==> config.mk <==
export PLATFORM = sky130hd
export DESIGN_NAME = r2q_div
export DESIGN_NICKNAME = d
export VERILOG_FILES = /design/src/hw/rtl/r2q_div.sv
export SDC_FILE = /design/constraint.sdc
export NUM_CORES = 2
export LEC_CHECK = 0
export BUFFER_PORTS_ARGS = -buffer_cell sky130_fd_sc_hd__buf_2
export CORE_MARGIN = 4
export CORE_UTILIZATION = 55
export CTS_BUF_LIST = sky130_fd_sc_hd__clkbuf_16
export DETAILED_ROUTE_END_ITERATION = 16
export MAX_ROUTING_LAYER = met4
export PLACE_DENSITY_LB_ADDON = 0.15
export SLEW_MARGIN = 5
export SYNTH_ARGS = -nofsm -noshare
export SYNTH_HDL_FRONTEND = slang
export SYNTH_SLANG_ARGS = --single-unit
==> constraint.sdc <==
create_clock -name clk_i -period 8 [get_ports clk_i]
set_input_delay 0.8 -clock clk_i [delete_from_list [all_inputs] [get_ports clk_i]]
set_output_delay 0.8 -clock clk_i [all_outputs]
set_load 0.1 [all_outputs]
==> src/hw/rtl/r2q_div.sv <==
`default_nettype none

module r2q_div #(
  parameter int unsigned NUM_W = 33,
  parameter int unsigned DEN_W = 18,
  parameter int unsigned Q_W   = 17
) (
  input  wire logic             clk_i,
  input  wire logic [Q_W-1:0]   en_i,
  input  wire logic [NUM_W-1:0] num_i,
  input  wire logic [DEN_W-1:0] den_i,
  output      logic [Q_W-1:0]   q_o
);

  logic [NUM_W-1:0] rem_q [Q_W];
  logic [DEN_W-1:0] den_q [Q_W];
  logic [Q_W-1:0]   q_q   [Q_W];

  for (genvar s = 0; s < Q_W; s++) begin : g_stage
    localparam int unsigned BIT = Q_W - 1 - s;
    logic [NUM_W-1:0] rem_p, rem_d;
    logic [DEN_W-1:0] den_p;
    logic [Q_W-1:0]   q_p, q_d;

    if (s == 0) begin : g_first
      assign rem_p = num_i;
      assign den_p = den_i;
      assign q_p   = '0;
    end else begin : g_next
      assign rem_p = rem_q[s-1];
      assign den_p = den_q[s-1];
      assign q_p   = q_q[s-1];
    end

    always_comb begin
      if ((rem_p >> BIT) >= NUM_W'(den_p)) begin
        rem_d = rem_p - (NUM_W'(den_p) << BIT);
        q_d   = q_p | (Q_W'(1) << BIT);
      end else begin
        rem_d = rem_p;
        q_d   = q_p;
      end
    end

    always_ff @(posedge clk_i) begin
      if (en_i[s]) begin
        rem_q[s] <= rem_d;
        den_q[s] <= den_p;
        q_q[s]   <= q_d;
      end
    end
  end

  assign q_o = q_q[Q_W-1];

endmodule

`default_nettype wire

==> out/metrics.cfg <==
[status]
status=completed

[sta]
rsz0062_at_grt=no
tightest_slew_ps=958
skew_ps=22.7
final.setup.tns_ps=0
relSlewSlack_pct=36.1
hold_viol_final=0
post-route-period-util_pct=46.7
min_period_ps=3740
timing.hold.ws_ps=309
finalMaxSlewViolations=0
fmax_ghz=0.268
finalSetupViolCount=0

[synthesis]
yosys_warnings=0
yosysSeqAreaShare_pct=58.6
syn_area_mm2=0.0496
yosys-top-cells-count=969 x edfxtp_1, 396 x inv_1, 314 x nand2_1
synthCells=4120
avgSynthCellArea_um2=12.0
synth.most_common_cell=edfxtp_1
yosys-top-cells-area=edfxtp_1 59%, ha_1 7.7%, xnor2_1 3.0%
yosysTopAreaCell=edfxtp_1
ys_ff_latch=969
ys_types=98
yosysTopAreaCellShare_pct=58.6
synth.net_count=4510
async_flop_share_pct=0
synth_edf_count=969
ys_dominant_reg_cell=edfxtp_1

[global_route]
grt-ovfl-total=0
grt_max_degree=68
first_global_vias=30900
antenna_found_initial=5
grt_usage_pct=22.3
grt_pass1_wl_um=163000

[die]
fp.dieArea_mm2=0.0951
design.portCount=86
die_w_um=308
core-area_mm2=0.0889
die_y_um=308
start_util_pct=55.8
rows=109

[layout]
areaGrowthSynthToFinish_pct=10.4
stdcell_count=5520
nets=4657
final_core_util_pct=61.6
drive_above_1_share_pct=8.77

[place]
place_inst=5329
gp_congestion=0.940
portBuffers=85
dpl.hpwl_um=76900

[setup_path]
cp.arrival_ps=4120
setup.worst_path.end_class=flip-flop
cp-start-kind=flip-flop
critPathMaxFanout=24
path_cells=inv_1 -> ha_1 -> nand2_1 -> nor2_1 -> inv_1 -> o221ai_1 -> a21oi_1 -> o21a_1 -> buf_4 -> a2111oi_0 -> o31ai_1 -> xnor2_1
cpMaxStageDelayCell=xnor2_1
rr_startpoint=den_q[0][85]
crit_type=reg2reg
critical_path.max_stage_delay_ps=510
worstPathRequired_ps=8380
rrSetupSlack_ps=4260
path_common_cell=inv_1
rr_worst_depth=12
worstReg2RegEnd=rem_q[0][195]

[clocking]
cts_resized=0
numClockSinks=969
cts-buffers-inserted=101
cts_setup_buffers=0
worstSkewPairLatency_ps=670
cts_tree=yes
cts_root_buf=clkbuf_16
clock_path_buffers=3
htreeDepth=3
path_clk_slew_ps=60
cts.hold.buffers_added=0

[drt]
vias=31200
antenna_left=0
routed_wl_um=102000
drt-vias-per-instance=5.65
first_iter_violations=2179
wl_per_cell_um=18.4
drt_first_pass_iters=6
drc_errors=0

[power_and_ir_drop]
cellPowerDensity_mw_per_mm2=343
power.leakage_nw=21.4
ir_drop_v=0.000213

[worst_hold_path]
hold_path_depth=1
min_to=rem_q[0][8]
hold_path.class=in2reg
worstHoldStart=num_i[8]

[flow_run]
max_cap_viol_count=0

worst max path at each step:
stage	from	to	slack, ps	cells after the start
3_3_place_gp	num_i[16]	rem_q[0][17]	4140	13
2_1_floorplan	num_i[16]	rem_q[0][30]	4560	12
4_1_cts	rem_q[0][192]	rem_q[0][228]	4280	11
5_1_grt	rem_q[0][143]	rem_q[0][191]	4000	13
6_report	den_q[0][85]	rem_q[0][195]	4260	12
3_5_place_dp	num_i[16]	rem_q[0][17]	4120	13
cell type report:
type | count | area [um2]
clock buffers | 101 | 2530
repair buffers | 113 | 636
diodes | 1 | 2.50
well taps | 1165 | 1460
multi-input cells | 2684 | 18800
flip-flops and latches | 969 | 29100
fillers | 7032 | 34100
clock inverters | 89 | 788
inverters | 398 | 1490
power by group:
group,internal [mW],switching (mW)
clock network,2.67,1.94
logic,2.76,3.67
registers,7.06,0.713
total,12.5,6.32
worst max-delay path, delay by kind of cell (launching register included):
family / cells / cell delay (ps)
XOR/XNOR: 1 / 510
AO/OA/AOI/OAI: 5 / 1260
adder cells (fa/ha/maj): 1 / 360
AND/OR/NAND/NOR: 2 / 390
buffers and inverters: 3 / 460
flip-flops: 1 / 470
layout by cell type, fill, tap and decap left out, types with 15 or more instances in the layout:
cell type	n
nand3b_1	15
or3_1	30
o21ai_0	243
nand4_1	40
nand3_1	51
o21bai_1	28
a211oi_1	28
a21oi_1	281
ha_1	305
or2_2	15
inv_1	409
and3_1	29
clkbuf_16	101
nor3_1	68
o21ai_1	20
nand2b_1	58
clkinv_1	23
fa_1	16
buf_4	28
edfxtp_1	969
xor2_1	152
a21o_1	104
mux2_2	60
nor2b_1	51
nor4_1	39
o31ai_1	24
xnor2_1	171
nand2_1	314
a31oi_1	29
buf_2	85
nor2_1	246
o21a_1	46
clkinv_2	24
o211ai_1	17
flip-flops by register name, summed over array words and instances, names as in the netlist:
| register | cells |
|---|---|
| den_q | 288 |
| q_q | 153 |
| rem_q | 528 |
per-layer routing:
| metal | part of all wire, % | wire (um) | GRT usage (%) |
|---|---|---|---|
| met4 | 3.3 | 3400 | 7.60 |
| met3 | 5.2 | 5270 | 3.35 |
| met2 | 49 | 49400 | 37.6 |
| met1 | 43 | 43500 | 27.8 |
| met5 | 0 | 0 | - |
kinds of logic (layout without fill, tap and decap cells):
logic type,count (synthesis),in the layout,share of synthesized area (%)
buffers and inverters,467,701,3.63
other,0,1,0
AND/OR/NAND/NOR,1021,1021,10.1
flip-flops,969,969,58.6
multiplexers,77,77,1.75
XOR/XNOR,323,323,5.70
adder cells (fa/ha/maj),321,321,8.33
AO/OA/AOI/OAI,942,942,11.9
stage by stage:
| step | cell area [um2] | power [mW] | setup WS (ps) |
|---|---|---|---|
| 5_1_grt | 54800 | 20.0 | 4000 |
| 3_5_place_dp | 51500 | 14.2 | 4120 |
| 3_3_place_gp | 51500 | 14.1 | 4140 |
| 4_1_cts | 54800 | 18.9 | 4280 |
| 6_report | 54800 | 18.8 | 4260 |
| 2_1_floorplan | 49600 | 12.5 | 4560 |
Power figures use the tool's default switching activity.
