## config.mk

```make
export PLATFORM = sky130hd
export DESIGN_NAME = r2q_sqrt
export DESIGN_NICKNAME = d
export VERILOG_FILES = /design/src/hw/rtl/r2q_sqrt.sv
export SDC_FILE = /design/constraint.sdc
export NUM_CORES = 1
export LEC_CHECK = 0
export BUFFER_PORTS_ARGS = -buffer_cell sky130_fd_sc_hd__buf_2
export CORE_AREA = 3 3 204 206
export DETAILED_ROUTE_END_ITERATION = 8
export DIE_AREA = 0 0 207 209
export PLACE_DENSITY = 0.8
export SETUP_SLACK_MARGIN = 0.02
export SYNTH_ARGS = -nofsm -noshare
export SYNTH_HDL_FRONTEND = slang
export SYNTH_SLANG_ARGS = --single-unit
```

## constraint.sdc

```tcl
create_clock -name clk_i -period 2.8 [get_ports clk_i]
set_input_delay 0.7 -clock clk_i [delete_from_list [all_inputs] [get_ports clk_i]]
set_output_delay 0.7 -clock clk_i [all_outputs]
set_load 0.05 [all_outputs]
```

## src/hw/rtl/r2q_sqrt.sv

```systemverilog
`default_nettype none

module r2q_sqrt #(
  parameter int unsigned N_W = 30
) (
  input  wire logic               clk_i,
  input  wire logic [N_W/2-1:0]   en_i,
  input  wire logic [N_W-1:0]     n_i,
  output      logic [N_W/2-1:0]   root_o
);

  localparam int unsigned RT_W  = N_W / 2;
  localparam int unsigned REM_W = RT_W + 1;
  localparam int unsigned CW    = RT_W + 3;

  logic [REM_W-1:0] rem_q  [RT_W];
  logic [RT_W-1:0]  root_q [RT_W];
  logic [N_W-1:0]   nr_q   [RT_W];

  for (genvar s = 0; s < RT_W; s++) begin : g_stage
    logic [REM_W-1:0] rem_p, rem_d;
    logic [RT_W-1:0]  root_p, root_d;
    logic [N_W-1:0]   nr_p, nr_d;
    logic [CW-1:0]    cur, trial;

    if (s == 0) begin : g_first
      assign rem_p  = '0;
      assign root_p = '0;
      assign nr_p   = n_i;
    end else begin : g_next
      assign rem_p  = rem_q[s-1];
      assign root_p = root_q[s-1];
      assign nr_p   = nr_q[s-1];
    end

    always_comb begin
      cur   = {rem_p, nr_p[N_W-1 -: 2]};
      trial = CW'({root_p, 2'b01});
      nr_d  = nr_p << 2;
      if (cur >= trial) begin
        rem_d  = REM_W'(cur - trial);
        root_d = {root_p[RT_W-2:0], 1'b1};
      end else begin
        rem_d  = REM_W'(cur);
        root_d = {root_p[RT_W-2:0], 1'b0};
      end
    end

    always_ff @(posedge clk_i) begin
      if (en_i[s]) begin
        rem_q[s]  <= rem_d;
        root_q[s] <= root_d;
        nr_q[s]   <= nr_d;
      end
    end
  end

  assign root_o = root_q[RT_W-1];

endmodule

`default_nettype wire

```

==> out/metrics.csv <==
stage;metric;value;unit
finish;Final Non-Filler Cells;2554;
synth;top_reg_cell synth;edfxtp_1;
worst_setup_path;element type at the critical path end;register;
clock_tree;clock-pin slew on the worst setup and hold paths;0.06;ns
finish;number of diodes;0;
power_and_ir_drop;VDD IR max;0.000761;V
grt;number of global-route vias before repair;15000;
placement;cell count after placement;2459;
clock_tree;post-CTS setup buffers;0;
grt;grt total ovfl;0;
sta;Peak Freq;369;MHz
synth;Synthesis Warnings;0;
route;Final ANT Viol Nets;0;
worst_setup_path;Bufs and invs on worst path;1;
sta;fin. max-slew vios;0;
grt;initial antenna violation count;0;
floorplanning;number of I/O pins;61;
floorplanning;row count;73;
finish;synthesis-to-finish area growth;11.3;%
synth;Post-Syn Area;25100;sq um
clock_tree;Clock Sink Count;538;
job;max-cap violation count;0;
power_and_ir_drop;static leakage;10.8;nW
floorplanning;CORE AREA;39800;sq um
finish;Nets;2170;
clock_tree;CTS Buffer Depth;3;
clock_tree;CTS root buf;clkbuf_16;
worst_setup_path;Startpoint Class;register;
route;drt first pass iters;7;
route;number of DRC markers in iteration 0;1016;
worst_setup_path;Setup crit start;rem_q[1][69]$_DFFE_PP_;
outcome;outcome;finished, final reports clean;
placement;GPL Wtd Cong;0.896;
route;routed wire length;46.9;mm
sta;Setup-failing EPs final;0;
worst_setup_path;r2r setup slk;0.09;ns
worst_setup_path;crit path cell chain;ha_1 > nand3_1 > nor4_2 > a211oi_2 > o31ai_4 > buf_12 > mux2_1;
clock_tree;CTS tree;yes;
sta;Fin Hold WS;0.244;ns
floorplanning;initial core utilization;0.631;
sta;Setup TNS;0;ns
worst_setup_path;slowest CP cell;nor4_2;
sta;fin crit share;0.968;
placement;Port Buf Inserts;60;
worst_setup_path;reg2reg start;rem_q[1][69]$_DFFE_PP_;
finish;Final Cell Area;28000;sq um
synth;Synth async-reset ratio;0;
synth;synthesized instance count;1870;
placement;DP Wirelength;33.6;mm
route;residual DRC count;0;
worst_setup_path;crit-path max FO;22;
hold_path;min-delay src;n_i[17];
route;via count;15000;
floorplanning;Die Area;43300;sq um
grt;global-route wire length before repair;76.2;mm
power_and_ir_drop;pwr dens;737;nW/um^2
synth;syn_area_per_cell;13.4;sq um
clock_tree;H-tree Lvls;2;
synth;Post-synth EDFFs;538;
route;wire length per cell;18.4;um
route;vias per cell;5.86;
worst_setup_path;CP Data Required Time;3.16;ns
clock_tree;clk_lat worst skew;0.63;ns
floorplanning;Die Ht;209;um
sta;Tmin final;2.71;ns
synth;Seq cells post-synth;538;
power_and_ir_drop;overall power;20.6;mW
finish;share of layout cells above drive strength 1;0.124;
worst_setup_path;CP delay by family, top;simple AND/OR/NAND/NOR gates;
placement;placed cell areas;26200;sq um
synth;Unique masters post-synth;92;
worst_setup_path;Worst EP arrival;3.07;ns
worst_setup_path;crit-path max cell delay;0.44;ns
sta;clock skew;0.0263;ns
hold_path;Hold Crit Class;input port to register;
synth;Seq/Total Area, Yosys;0.643;
sta;RSZ-0062 raised after global routing;yes;
synth;Synth Net Count;2051;
sta;Hold Violations, Final;0;
grt;Total Routing Usage GR;0.216;
grt;largest net degree at the start of global routing;44;
sta;relative slew slack;0.359;
clock_tree;CTS buffer count;53;
floorplanning;DIE WIDTH;207;um
sta;worst slew pin tran;0.938;ns
worst_setup_path;CP Class;register to register;
==> final timing paths <==
kind	endpoint	depth (start not counted)
max	rem_q[1][89]$_DFFE_PP_	7
min	nr_q[0][17]$_DFFE_PP_	1
max reg2reg	rem_q[1][89]$_DFFE_PP_	7
min reg2reg	nr_q[0][192]$_DFFE_PP_	0
==> metal layers <==
metal / routed length [um] / GRT usage / vias to the layer above
li1: - / - / 7218
met1: 19900 / 0.282 / 7234
met2: 23500 / 0.373 / 406
met3: 2100 / 0.0290 / 96
met4: 1390 / 0.0803 / 0
met5: 0 / 0 / -
==> cell type report <==
type                            instances  area [sq um]
Clock buffer                           69          1390
Clock inverter                         26           319
Fill cell                            2627         11800
Inverter                              171           644
Multi-Input combinational cell       1131          8230
Sequential cell                       538         16200
Tap cell                              525           657
Timing Repair Buffer                   94           581
==> layout by cell type (no fill, tap or decap), types with 50 or more instances in the layout <==
cell	synthesis	final
edfxtp_1	538	538
clkbuf_16	0	53
nor3_1	50	50
xor2_1	66	66
nand2_1	75	75
a21oi_1	113	113
buf_2	16	60
xnor2_1	73	73
nor2_1	122	122
ha_1	135	133
o21ai_0	71	70
inv_1	168	168
==> flip-flops by register name, summed over array words and instances, names as in the netlist <==
name / count
nr_q: 210
rem_q: 208
root_q: 120
==> through the flow <==
stage	setup WS (ns)	utilization
after global placement	0.117	0.658
after floorplan	0.389	-
final	0.0882	0.702
after global routing	0.0202	0.702
after CTS	0.0601	0.701
after detailed placement	0.0943	0.658
==> report_power, final <==
part / internal, mW / switching (mW)
registers: 9.94 / 0.486
logic: 1.41 / 1.83
clock network: 3.98 / 2.97
total: 15.3 / 5.28
==> synthesized netlist by cell type, drive strengths merged (27+ instances only) <==
cell | number | area, sq um
a21oi | 114 | 574
edfxtp | 538 | 16200
ha | 135 | 1690
inv | 170 | 641
mux2 | 33 | 398
nand2 | 75 | 282
nand3 | 28 | 150
nor2 | 122 | 458
nor3 | 51 | 260
o21a | 27 | 203
o21ai | 78 | 398
xnor2 | 73 | 639
xor2 | 66 | 578
==> cells by family after synthesis <==
group / synth area share
muxes: 0.0190
AOI/OAI and AO/OA: 0.0923
buffers and inverters: 0.0319
other: 0.000149
adders and majority gates: 0.0672
DFF: 0.643
and+or+nand+nor: 0.0979
xor gates and xnor gates: 0.0485
==> repair_timing <==
item / CTS / global route
hold buffers: 0 / 0
endpoints found under the setup margin: 0 / 30
gates resized for setup: 0 / 9
No activity file was read; power rests on OpenSTA's default activity.
